==> src/design/vsd_pkg.sv <==
// Types, codes and helpers shared by the varint stream decoder.
`default_nettype none
package vsd_pkg;

  localparam int unsigned VALUE_W   = 64;
  localparam int unsigned APB_ADDR_W = 3;
  localparam int unsigned APB_DATA_W = 32;

  // Register index codes.
  localparam logic REG_DECODE_MODE = 1'b0;

  // Decode modes; the unused code decodes like unsigned LEB128.
  localparam logic [1:0] MODE_LEB    = 2'd0;
  localparam logic [1:0] MODE_ZIGZAG = 2'd1;
  localparam logic [1:0] MODE_TAGGED = 2'd2;

  // Result status codes.
  localparam logic [1:0] ST_OK        = 2'd0;
  localparam logic [1:0] ST_TRUNCATED = 2'd1;
  localparam logic [1:0] ST_OVERFLOW  = 2'd2;
  localparam logic [1:0] ST_BAD_TAG   = 2'd3;

  // Tagged-mode tag codes.
  localparam logic [7:0] TAG_DIRECT_MAX = 8'd250;
  localparam logic [7:0] TAG_BE2        = 8'd251;
  localparam logic [7:0] TAG_BE4        = 8'd252;
  localparam logic [7:0] TAG_BE8        = 8'd253;

  localparam logic [3:0] LEB_LAST_GROUP = 4'd9;
  localparam logic [5:0] LEB_GROUP_BITS = 6'd7;

  typedef struct packed {
    logic [7:0] data_byte;
    logic       end_of_data;
  } item_t;

  typedef struct packed {
    logic [VALUE_W-1:0] decoded_value;
    logic [1:0]         status;
  } result_t;

  // Number of payload bytes that follow a tag; zero for tags without payload.
  function automatic logic [3:0] tag_payload_len(input logic [7:0] tag);
    logic [3:0] len;
    unique case (tag)
      TAG_BE2: len = 4'd2;
      TAG_BE4: len = 4'd4;
      TAG_BE8: len = 4'd8;
      default: len = 4'd0;
    endcase
    return len;
  endfunction

endpackage
`default_nettype wire

==> src/design/vsd_cfg.sv <==
// APB register block holding the decode mode.
`default_nettype none
module vsd_cfg import vsd_pkg::*; (
  input  logic                  clk_i,
  input  logic                  rst_ni,
  input  logic                  psel,
  input  logic                  penable,
  input  logic                  pwrite,
  input  logic [APB_ADDR_W-1:0] paddr,
  input  logic [APB_DATA_W-1:0] pwdata,
  output logic [APB_DATA_W-1:0] prdata,
  output logic                  pready,
  output logic [1:0]            mode_o,
  output logic                  restart_o
);

  logic [1:0] mode_q, mode_d;
  logic       wr_en;
  logic       reg_hit;

  assign pready  = 1'b1;
  assign reg_hit = (paddr[2] == REG_DECODE_MODE);
  assign wr_en   = psel && penable && pwrite && pready;

  always_comb begin
    mode_d = mode_q;
    if (wr_en && reg_hit) begin
      mode_d = pwdata[1:0];
    end
  end

  always_ff @(posedge clk_i or negedge rst_ni) begin
    if (!rst_ni) begin
      mode_q <= MODE_LEB;
    end else begin
      mode_q <= mode_d;
    end
  end

  assign prdata    = reg_hit ? {{(APB_DATA_W-2){1'b0}}, mode_q} : '0;
  assign mode_o    = mode_q;
  // Any mode write drops a value in progress.
  assign restart_o = wr_en && reg_hit;

endmodule
`default_nettype wire

==> src/design/vsd_in_reg.sv <==
// Input register stage for incoming stream bytes.
`default_nettype none
module vsd_in_reg import vsd_pkg::*; (
  input  logic  clk_i,
  input  logic  rst_ni,
  input  logic  s_valid_i,
  output logic  s_ready_o,
  input  item_t item_i,
  input  logic  advance_i,
  output logic  valid_o,
  output item_t item_o
);

  logic  valid_q, valid_d;
  item_t item_q;
  logic  accept;

  assign s_ready_o = !valid_q || advance_i;
  assign accept    = s_valid_i && s_ready_o;

  always_comb begin
    valid_d = valid_q;
    if (accept) begin
      valid_d = 1'b1;
    end else if (advance_i) begin
      valid_d = 1'b0;
    end
  end

  always_ff @(posedge clk_i or negedge rst_ni) begin
    if (!rst_ni) begin
      valid_q <= 1'b0;
    end else begin
      valid_q <= valid_d;
    end
  end

  always_ff @(posedge clk_i) begin
    if (accept) begin
      item_q <= item_i;
    end
  end

  assign valid_o = valid_q;
  assign item_o  = item_q;

endmodule
`default_nettype wire

==> src/design/vsd_step.sv <==
// Decoder state and the per-byte LEB128 / tagged decode step.
`default_nettype none
module vsd_step import vsd_pkg::*; (
  input  logic       clk_i,
  input  logic       rst_ni,
  input  logic       fire_i,
  input  logic       restart_i,
  input  logic [1:0] mode_i,
  input  item_t      item_i,
  output logic       emit_o,
  output result_t    result_o
);

  logic [VALUE_W-1:0] acc_q, acc_d;
  logic [3:0]         cnt_q, cnt_d;
  logic               in_value_q, in_value_d;

  logic [7:0]         b;
  logic               last;
  logic [5:0]         shamt;
  logic [VALUE_W-1:0] acc_leb;
  logic [VALUE_W-1:0] acc_tag;
  logic [3:0]         tag_len;
  logic [3:0]         rem;
  logic               emit;
  logic [1:0]         status;
  logic [VALUE_W-1:0] value;

  assign b       = item_i.data_byte;
  assign last    = item_i.end_of_data;
  // cnt_q stays at or below the last group, so the shift is at most 63.
  assign shamt   = {2'b00, cnt_q} * LEB_GROUP_BITS;
  assign acc_leb = acc_q | (VALUE_W'(b[6:0]) << shamt);
  assign acc_tag = {acc_q[VALUE_W-9:0], b};
  assign tag_len = tag_payload_len(b);
  assign rem     = (cnt_q == 4'd0) ? 4'd0 : cnt_q - 4'd1;

  always_comb begin
    acc_d      = acc_q;
    cnt_d      = cnt_q;
    in_value_d = in_value_q;
    emit       = 1'b0;
    status     = ST_OK;
    value      = '0;
    if (mode_i == MODE_TAGGED) begin
      if (!in_value_q) begin
        if (b <= TAG_DIRECT_MAX) begin
          emit  = 1'b1;
          value = VALUE_W'(b);
        end else if (tag_len != 4'd0) begin
          in_value_d = 1'b1;
          acc_d      = '0;
          cnt_d      = tag_len;
          if (last) begin
            emit   = 1'b1;
            status = ST_TRUNCATED;
          end
        end else begin
          emit   = 1'b1;
          status = ST_BAD_TAG;
        end
      end else begin
        if (rem == 4'd0) begin
          emit  = 1'b1;
          value = acc_tag;
        end else if (last) begin
          emit   = 1'b1;
          status = ST_TRUNCATED;
        end else begin
          acc_d = acc_tag;
          cnt_d = rem;
        end
      end
    end else begin
      if (!b[7]) begin
        emit = 1'b1;
        if (mode_i == MODE_ZIGZAG) begin
          value = (acc_leb >> 1) ^ {VALUE_W{acc_leb[0]}};
        end else begin
          value = acc_leb;
        end
      end else if (cnt_q == LEB_LAST_GROUP) begin
        // A continuation flag on the tenth byte cannot fit in 64 bits.
        emit   = 1'b1;
        status = ST_OVERFLOW;
      end else if (last) begin
        emit   = 1'b1;
        status = ST_TRUNCATED;
      end else begin
        acc_d = acc_leb;
        cnt_d = cnt_q + 4'd1;
      end
    end
    if (emit) begin
      acc_d      = '0;
      cnt_d      = 4'd0;
      in_value_d = 1'b0;
    end
  end

  always_ff @(posedge clk_i or negedge rst_ni) begin
    if (!rst_ni) begin
      acc_q      <= '0;
      cnt_q      <= 4'd0;
      in_value_q <= 1'b0;
    end else if (restart_i) begin
      acc_q      <= '0;
      cnt_q      <= 4'd0;
      in_value_q <= 1'b0;
    end else if (fire_i) begin
      acc_q      <= acc_d;
      cnt_q      <= cnt_d;
      in_value_q <= in_value_d;
    end
  end

  assign emit_o                 = emit;
  assign result_o.decoded_value = (status == ST_OK) ? value : '0;
  assign result_o.status        = status;

endmodule
`default_nettype wire

==> src/design/vsd_out_reg.sv <==
// Output register holding one decoded result until it is taken.
`default_nettype none
module vsd_out_reg import vsd_pkg::*; (
  input  logic    clk_i,
  input  logic    rst_ni,
  input  logic    load_i,
  input  logic    emit_i,
  input  result_t result_i,
  output logic    free_o,
  output logic    m_valid_o,
  input  logic    m_ready_i,
  output result_t result_o
);

  logic    valid_q, valid_d;
  result_t res_q;

  assign free_o = !valid_q || m_ready_i;

  always_comb begin
    if (load_i) begin
      valid_d = emit_i;
    end else begin
      valid_d = valid_q && !m_ready_i;
    end
  end

  always_ff @(posedge clk_i or negedge rst_ni) begin
    if (!rst_ni) begin
      valid_q <= 1'b0;
    end else begin
      valid_q <= valid_d;
    end
  end

  always_ff @(posedge clk_i) begin
    if (load_i && emit_i) begin
      res_q <= result_i;
    end
  end

  assign m_valid_o = valid_q;
  assign result_o  = res_q;

endmodule
`default_nettype wire

==> src/design/varint_stream_decoder_top.sv <==
// A byte goes from the input register through the decode step into the output
// register. Throughput: one byte per cycle while the output is not stalled.
// The input stage takes a new byte whenever the output register is free or drains.
// Reset is asynchronous and clears the mode to unsigned LEB128, the decode state
// and both valid flags; no clearing pass is needed after reset.
`default_nettype none
module varint_stream_decoder_top import vsd_pkg::*; (
  input  logic                  clk_i,
  input  logic                  rst_ni,
  input  logic                  s_axis_tvalid,
  output logic                  s_axis_tready,
  input  logic [7:0]            s_axis_tdata,  // [7:0] data_byte
  input  logic                  s_axis_tlast,  // end_of_data
  output logic                  m_axis_tvalid,
  input  logic                  m_axis_tready,
  output logic [VALUE_W-1:0]    m_axis_tdata,  // [63:0] decoded_value
  output logic [1:0]            m_axis_tuser,  // [1:0] status
  input  logic                  psel,
  input  logic                  penable,
  input  logic                  pwrite,
  input  logic [APB_ADDR_W-1:0] paddr,
  input  logic [APB_DATA_W-1:0] pwdata,
  output logic [APB_DATA_W-1:0] prdata,
  output logic                  pready
);

  logic       mode_restart;
  logic [1:0] mode;
  item_t      in_item;
  item_t      stage_item;
  logic       stage_valid;
  logic       out_free;
  logic       advance;
  logic       emit;
  result_t    step_res;
  result_t    out_res;

  assign in_item.data_byte   = s_axis_tdata;
  assign in_item.end_of_data = s_axis_tlast;
  assign advance             = stage_valid && out_free;

  vsd_cfg u_cfg (
    .clk_i     (clk_i),
    .rst_ni    (rst_ni),
    .psel      (psel),
    .penable   (penable),
    .pwrite    (pwrite),
    .paddr     (paddr),
    .pwdata    (pwdata),
    .prdata    (prdata),
    .pready    (pready),
    .mode_o    (mode),
    .restart_o (mode_restart)
  );

  vsd_in_reg u_in (
    .clk_i     (clk_i),
    .rst_ni    (rst_ni),
    .s_valid_i (s_axis_tvalid),
    .s_ready_o (s_axis_tready),
    .item_i    (in_item),
    .advance_i (advance),
    .valid_o   (stage_valid),
    .item_o    (stage_item)
  );

  vsd_step u_step (
    .clk_i     (clk_i),
    .rst_ni    (rst_ni),
    .fire_i    (advance),
    .restart_i (mode_restart),
    .mode_i    (mode),
    .item_i    (stage_item),
    .emit_o    (emit),
    .result_o  (step_res)
  );

  vsd_out_reg u_out (
    .clk_i     (clk_i),
    .rst_ni    (rst_ni),
    .load_i    (advance),
    .emit_i    (emit),
    .result_i  (step_res),
    .free_o    (out_free),
    .m_valid_o (m_axis_tvalid),
    .m_ready_i (m_axis_tready),
    .result_o  (out_res)
  );

  assign m_axis_tdata = out_res.decoded_value;
  assign m_axis_tuser = out_res.status;

endmodule
`default_nettype wire

==> config.mk <==
export PLATFORM = sky130hd
export DESIGN_NAME = varint_stream_decoder_top
export DESIGN_NICKNAME = d
export VERILOG_FILES = /design/src/design/vsd_pkg.sv /design/src/design/vsd_cfg.sv /design/src/design/vsd_in_reg.sv /design/src/design/vsd_step.sv /design/src/design/vsd_out_reg.sv /design/src/design/varint_stream_decoder_top.sv
export SDC_FILE = /design/constraint.sdc
export NUM_CORES = 1
export LEC_CHECK = 0
export ABC_AREA = 1
export ABC_CLOCK_PERIOD_IN_PS = 4600
export BUFFER_PORTS_ARGS = -buffer_cell sky130_fd_sc_hd__buf_2
export CELL_PAD_IN_SITES_DETAIL_PLACEMENT = 1
export CELL_PAD_IN_SITES_GLOBAL_PLACEMENT = 1
export CORE_MARGIN = 3
export CORE_UTILIZATION = 38
export CTS_CLUSTER_DIAMETER = 200
export DETAILED_ROUTE_END_ITERATION = 6
export PLACE_DENSITY = 0.88
export SKIP_CTS_REPAIR_TIMING = 1
export SLEW_MARGIN = 30
export SYNTH_ARGS = -nofsm -noshare
export SYNTH_HDL_FRONTEND = slang
export SYNTH_SLANG_ARGS = --single-unit
==> constraint.sdc <==
create_clock -name clk_i -period 4.6 [get_ports clk_i]
set_clock_uncertainty 0.05 [all_clocks]
set_input_delay 0.23 -clock clk_i [delete_from_list [all_inputs] [get_ports clk_i]]
set_output_delay 0.23 -clock clk_i [all_outputs]
set_load 0.005 [all_outputs]
==> results.md <==
- The portion of total power attributed to the clock network is 0.211.
- The worst path in the final design needs a cycle of 4093 ps, including I/O delays and setup.
- The ratio of total power to cell area is 595.9 mW/mm².
- The worst supply voltage drop on vdd is 372.9 µV.
- The clock-pin transition on the worst setup and hold timing paths is roughly 70 ps.
- For this run, design rule violations remaining after detail routing come to 0.
- Along the worst path, the maximum fanout reaches 61.
- The final worst slack is between 500 and 600 ps.
- Port buffering added a little under 90 buffers.
- The clock latency on the worst-skew pair is about 440 ps.
- The worst register-to-register path has a depth of 13.
- Summing over every cut layer, the via total after detailed routing is approximately 10000.
- The critical path class is reg -> reg.
- The portion of the clock cycle consumed by the worst path in the final layout is 0.8899.
- The critical path launch point type is a register.
- The share of layout cells above drive strength 1 is 0.1177.
- Routability-driven placement finished with a final weighted congestion of about 0.92.
- The number of pins exceeding their max-slew limit in the final report was 0.
- The sequential fraction of the synthesis area is 0.4061.
- The cell-internal power is roughly 3.4 mW.
- The cell taking the most area after synthesis is sky130_fd_sc_hd__edfxtp_1.
- Setup violations remaining at the end of the flow were counted as 0.
- The total iterations of the first detailed-routing run is 5.
- At the placement stage, the worst setup path has a slack of slightly above 500 ps.
- The maximum clock rate is around 0.24 GHz.
- The worst reg-to-reg setup slack is 510 ps.
- The largest net degree at the start of global routing is 76.
- Summed over all nets, the switching power comes to approximately 3.3 mW.
- The number of clock sinks seen by CTS is 148.
- The core region is roughly 0.026 mm².
- The required time at the worst-slack endpoint is 4740 ps.
- The data arrival time of the critical path is approximately 4200 ps.
- In this run the count of I/O pins placed on the die edge is approximately 150.
- The initial detailed-routing violation count is between 900 and 1000.
- The most common cell in the synthesized netlist is sky130_fd_sc_hd__nand2_1.
- The async set-or-reset flop fraction in the synthesized netlist is 0.4932.
- The filler cell count is approximately 3300.
- By area the synthesized netlist is led by sky130_fd_sc_hd__edfxtp_1 22%, sky130_fd_sc_hd__dfrtp_1 18%, sky130_fd_sc_hd__nand2_1 18%, sky130_fd_sc_hd__nand3_1 10%, sky130_fd_sc_hd__o21ai_0 4.7%.
- The clock passes through at most 2 buffers.
- In the synthesized netlist, the cells that appear most often are 480 x sky130_fd_sc_hd__nand2_1, 209 x sky130_fd_sc_hd__nand3_1, 103 x sky130_fd_sc_hd__inv_1, 94 x sky130_fd_sc_hd__o21ai_0, 75 x sky130_fd_sc_hd__edfxtp_1.
- The final antenna diode count is 0.
- The cell area after technology mapping is 0.01004 mm².
- The run finished with clean final reports.
- The number of instances in the synthesized netlist is 1393.
- The endpoint identified for the worst register-to-register timing path is u_out.result_o[56].
- The share of total power dissipated in sequential elements is 0.266.
- In this run the clock root is driven by a sky130_fd_sc_hd__clkbuf_16.
- The start point of the critical path is u_step.cnt_q[0].
- The prevailing post-synth register cell is sky130_fd_sc_hd__edfxtp_1.
- The number of warnings issued by yosys is 0.
- Of the total power, the share spent switching nets is 0.4897.
- The register bit count reported by yosys is about 150.
- The startpoint identified for the worst register-to-register timing path is u_step.cnt_q[0].
- The floorplan die area is ~0.028 mm².
- Across every metal layer, demand over resource in global routing totals 0.2573.
- The number of buffers created by CTS is 17.
- The wire length after detailed routing is roughly 37 mm.
- The H-tree depth reported by CTS is 4.
- The initial standard-cell utilization of the core is 0.3932.
- The standard-cell row count is between 50 and 60.
- The worst pin sits at a relative slew slack of 0.3544.
- Dividing the detail-routed via count by the number of cells gives between 5 and 6.
- Setup repair after global routing left no endpoint under its margin.
- The sum of negative setup slack is 0 ps.
- The total count of hold-check failures in the final report came to 0.
- The number of antenna violations at the first check in global routing is 0.
- The horizontal die dimension is approximately 170 µm.
- The fraction of synthesized cell area taken by the top area cell type is 0.2242.
- The tightest min-delay check is of the in -> reg type.
- The worst setup path is captured at a register.
- The number of maximum-capacitance constraint violations is 0.
- The wire length of the first global-routing pass is between 50 and 60 mm.
- The via count of the first global-routing pass was roughly 11000.
- Global routing finished with a remaining overflow of 0.
- The number of flops mapped to enable cells by yosys is 75.
- The proportion of power drawn by combinational gates is 0.523.
- TritonCTS built the clock tree.
- For the pin with the worst max-slew slack, the measured transition is 962.5 ps.
- The total half-perimeter wirelength after legalization and detailed placement is roughly 25 mm.
- The analysis attributes to cell leakage a power of around 5.2 nW.
- Measured along the y axis, the die boundary spans approximately 170 µm.
- After the last flow step, the layout net total stands at approximately 1500.
- The number of different library cells used by synthesis comes to between 40 and 50.
- The count of nets left with antenna violations after detail routing is 0.
- The average instance in the mapped netlist occupies 7.211 µm².
- Dividing the detail-routed wire length by the instance count gives between 20 and 25 µm.
- The most critical setup path has its endpoint at u_out.result_o[56].
- The layout-stage area growth over the synthesis result is 11.40%.
==> layer usage <==
| metal | share of wire | global-route usage | vias up |
|---|---|---|---|
| met4 | 0.041 | 0.1231 | 0 |
| li1 | - | - | 4687 |
| met3 | 0.073 | 0.04601 | 93 |
| met5 | 0 | 0 | - |
| met2 | 0.48 | 0.4234 | 470 |
| met1 | 0.41 | 0.3290 | 5137 |
==> cells in the final DEF, fill, tap and decap left out, types with 2 or more instances in the layout <==
cell                            instances
sky130_fd_sc_hd__o211ai_1               8
sky130_fd_sc_hd__nor3_1                 2
sky130_fd_sc_hd__fa_1                   4
sky130_fd_sc_hd__o21ai_0               94
sky130_fd_sc_hd__edfxtp_1              75
sky130_fd_sc_hd__clkbuf_16             17
sky130_fd_sc_hd__nand3_1              209
sky130_fd_sc_hd__inv_2                  8
sky130_fd_sc_hd__clkinvlp_4             3
sky130_fd_sc_hd__conb_1                31
sky130_fd_sc_hd__dfrtp_1               73
sky130_fd_sc_hd__nor2_4                 7
sky130_fd_sc_hd__nand2_2                3
sky130_fd_sc_hd__a21oi_1               25
sky130_fd_sc_hd__inv_6                  3
sky130_fd_sc_hd__nor2_2                 3
sky130_fd_sc_hd__o21ai_1               47
sky130_fd_sc_hd__bufinv_16              2
sky130_fd_sc_hd__nand3_2                2
sky130_fd_sc_hd__nand4_1               35
sky130_fd_sc_hd__a22oi_1               12
sky130_fd_sc_hd__buf_4                 24
sky130_fd_sc_hd__o221ai_1               2
sky130_fd_sc_hd__buf_2                 87
sky130_fd_sc_hd__xor2_1                 2
sky130_fd_sc_hd__clkinv_1               5
sky130_fd_sc_hd__inv_1                103
sky130_fd_sc_hd__clkinv_2               5
sky130_fd_sc_hd__nor2_1                33
sky130_fd_sc_hd__dlygate4sd3_1         12
sky130_fd_sc_hd__nand2_1              480
sky130_fd_sc_hd__o22ai_1               20
sky130_fd_sc_hd__ha_1                  12
==> worst min path at each step <==
stage	start	end	slack, ps	cells past startpoint
after floorplan	rst_ni	u_cfg.mode_o[0]	-120	0
after global placement	rst_ni	u_step.acc_q[61]	170	1
after detailed placement	rst_ni	u_step.acc_q[61]	170	1
after CTS	rst_ni	u_step.acc_q[61]	-290	1
after global routing	pwdata[0]	u_cfg.mode_o[0]	30	3
final	pwdata[0]	u_cfg.mode_o[0]	40	3
==> registers in the layout (all words and copies together) (netlist names) <==
| name | cells |
|---|---|
| u_in.valid_o | 1 |
| u_step.acc_q | 64 |
| u_out.result_o | 66 |
| u_out.m_valid_o | 1 |
| u_cfg.mode_o | 2 |
| u_step.cnt_q | 4 |
| u_step.in_value_q | 1 |
| u_in.item_o | 9 |
==> per-stage QoR <==
stage | instance area (µm²) | std cells | hold WS, ps | power [mW] | utilization
2_1_floorplan | 10160 | 1422 | -115.6 | 4.275 | -
3_3_place_gp | 10490 | 1746 | 174.7 | 5.056 | 0.4106
3_5_place_dp | 10490 | 1746 | 173.9 | 5.156 | 0.4106
4_1_cts | 11050 | 1778 | -285.9 | 6.587 | 0.4327
5_1_grt | 11190 | 1791 | 34.11 | 7.094 | 0.4380
6_report | 11190 | 1791 | 43.98 | 6.667 | 0.4380
==> kinds of logic (layout without fill, tap and decap cells) <==
kind of cell | after synthesis | count (layout) | share of synthesized area
XOR/XNOR | 4 | 4 | 0.004236
AND/OR/NAND/NOR | 778 | 778 | 0.3358
buffers and inverters | 234 | 273 | 0.1158
other | 2 | 31 | 0.0007477
AO/OA/AOI/OAI | 211 | 211 | 0.1144
flip-flops | 148 | 148 | 0.4061
adder cells (fa/ha/maj) | 16 | 16 | 0.02292
==> layout make-up <==
| type | count | area (µm²) | share of cell area |
|---|---|---|---|
| multi-input combinational | 1040 | 4933 | 0.4409 |
| timing repair buffer | 124 | 750.7 | 0.06709 |
| sequential | 148 | 4079 | 0.3645 |
| inverter | 117 | 447.9 | 0.04003 |
| clock inverter | 14 | 136.4 | 0.01219 |
| tap | 330 | 412.9 | 0.03690 |
| clock buffer | 18 | 429.2 | 0.03835 |
==> critical path, stage by stage, from the launching register on <==
cell,delay [ps]
sky130_fd_sc_hd__dfrtp_1,730
sky130_fd_sc_hd__fa_1,510
sky130_fd_sc_hd__ha_1,250
sky130_fd_sc_hd__fa_1,480
sky130_fd_sc_hd__xnor2_2,240
sky130_fd_sc_hd__inv_2,70
sky130_fd_sc_hd__nor2_2,200
sky130_fd_sc_hd__nand2_2,130
sky130_fd_sc_hd__nand2_8,270
sky130_fd_sc_hd__inv_4,330
sky130_fd_sc_hd__nand2_1,170
sky130_fd_sc_hd__nand3_1,140
sky130_fd_sc_hd__nand3_1,160
sky130_fd_sc_hd__nand2_1,80
==> power groups by stage <==
stage	clock (mW)	sequential (mW)	combinational, mW
floorplan	0	1.78	2.49
global placement	0	1.79	3.27
detailed placement	0	1.80	3.36
CTS	1.41	1.78	3.40
global route	1.47	1.79	3.83
finish	1.40	1.77	3.49
(Power assumes the default switching activity.)
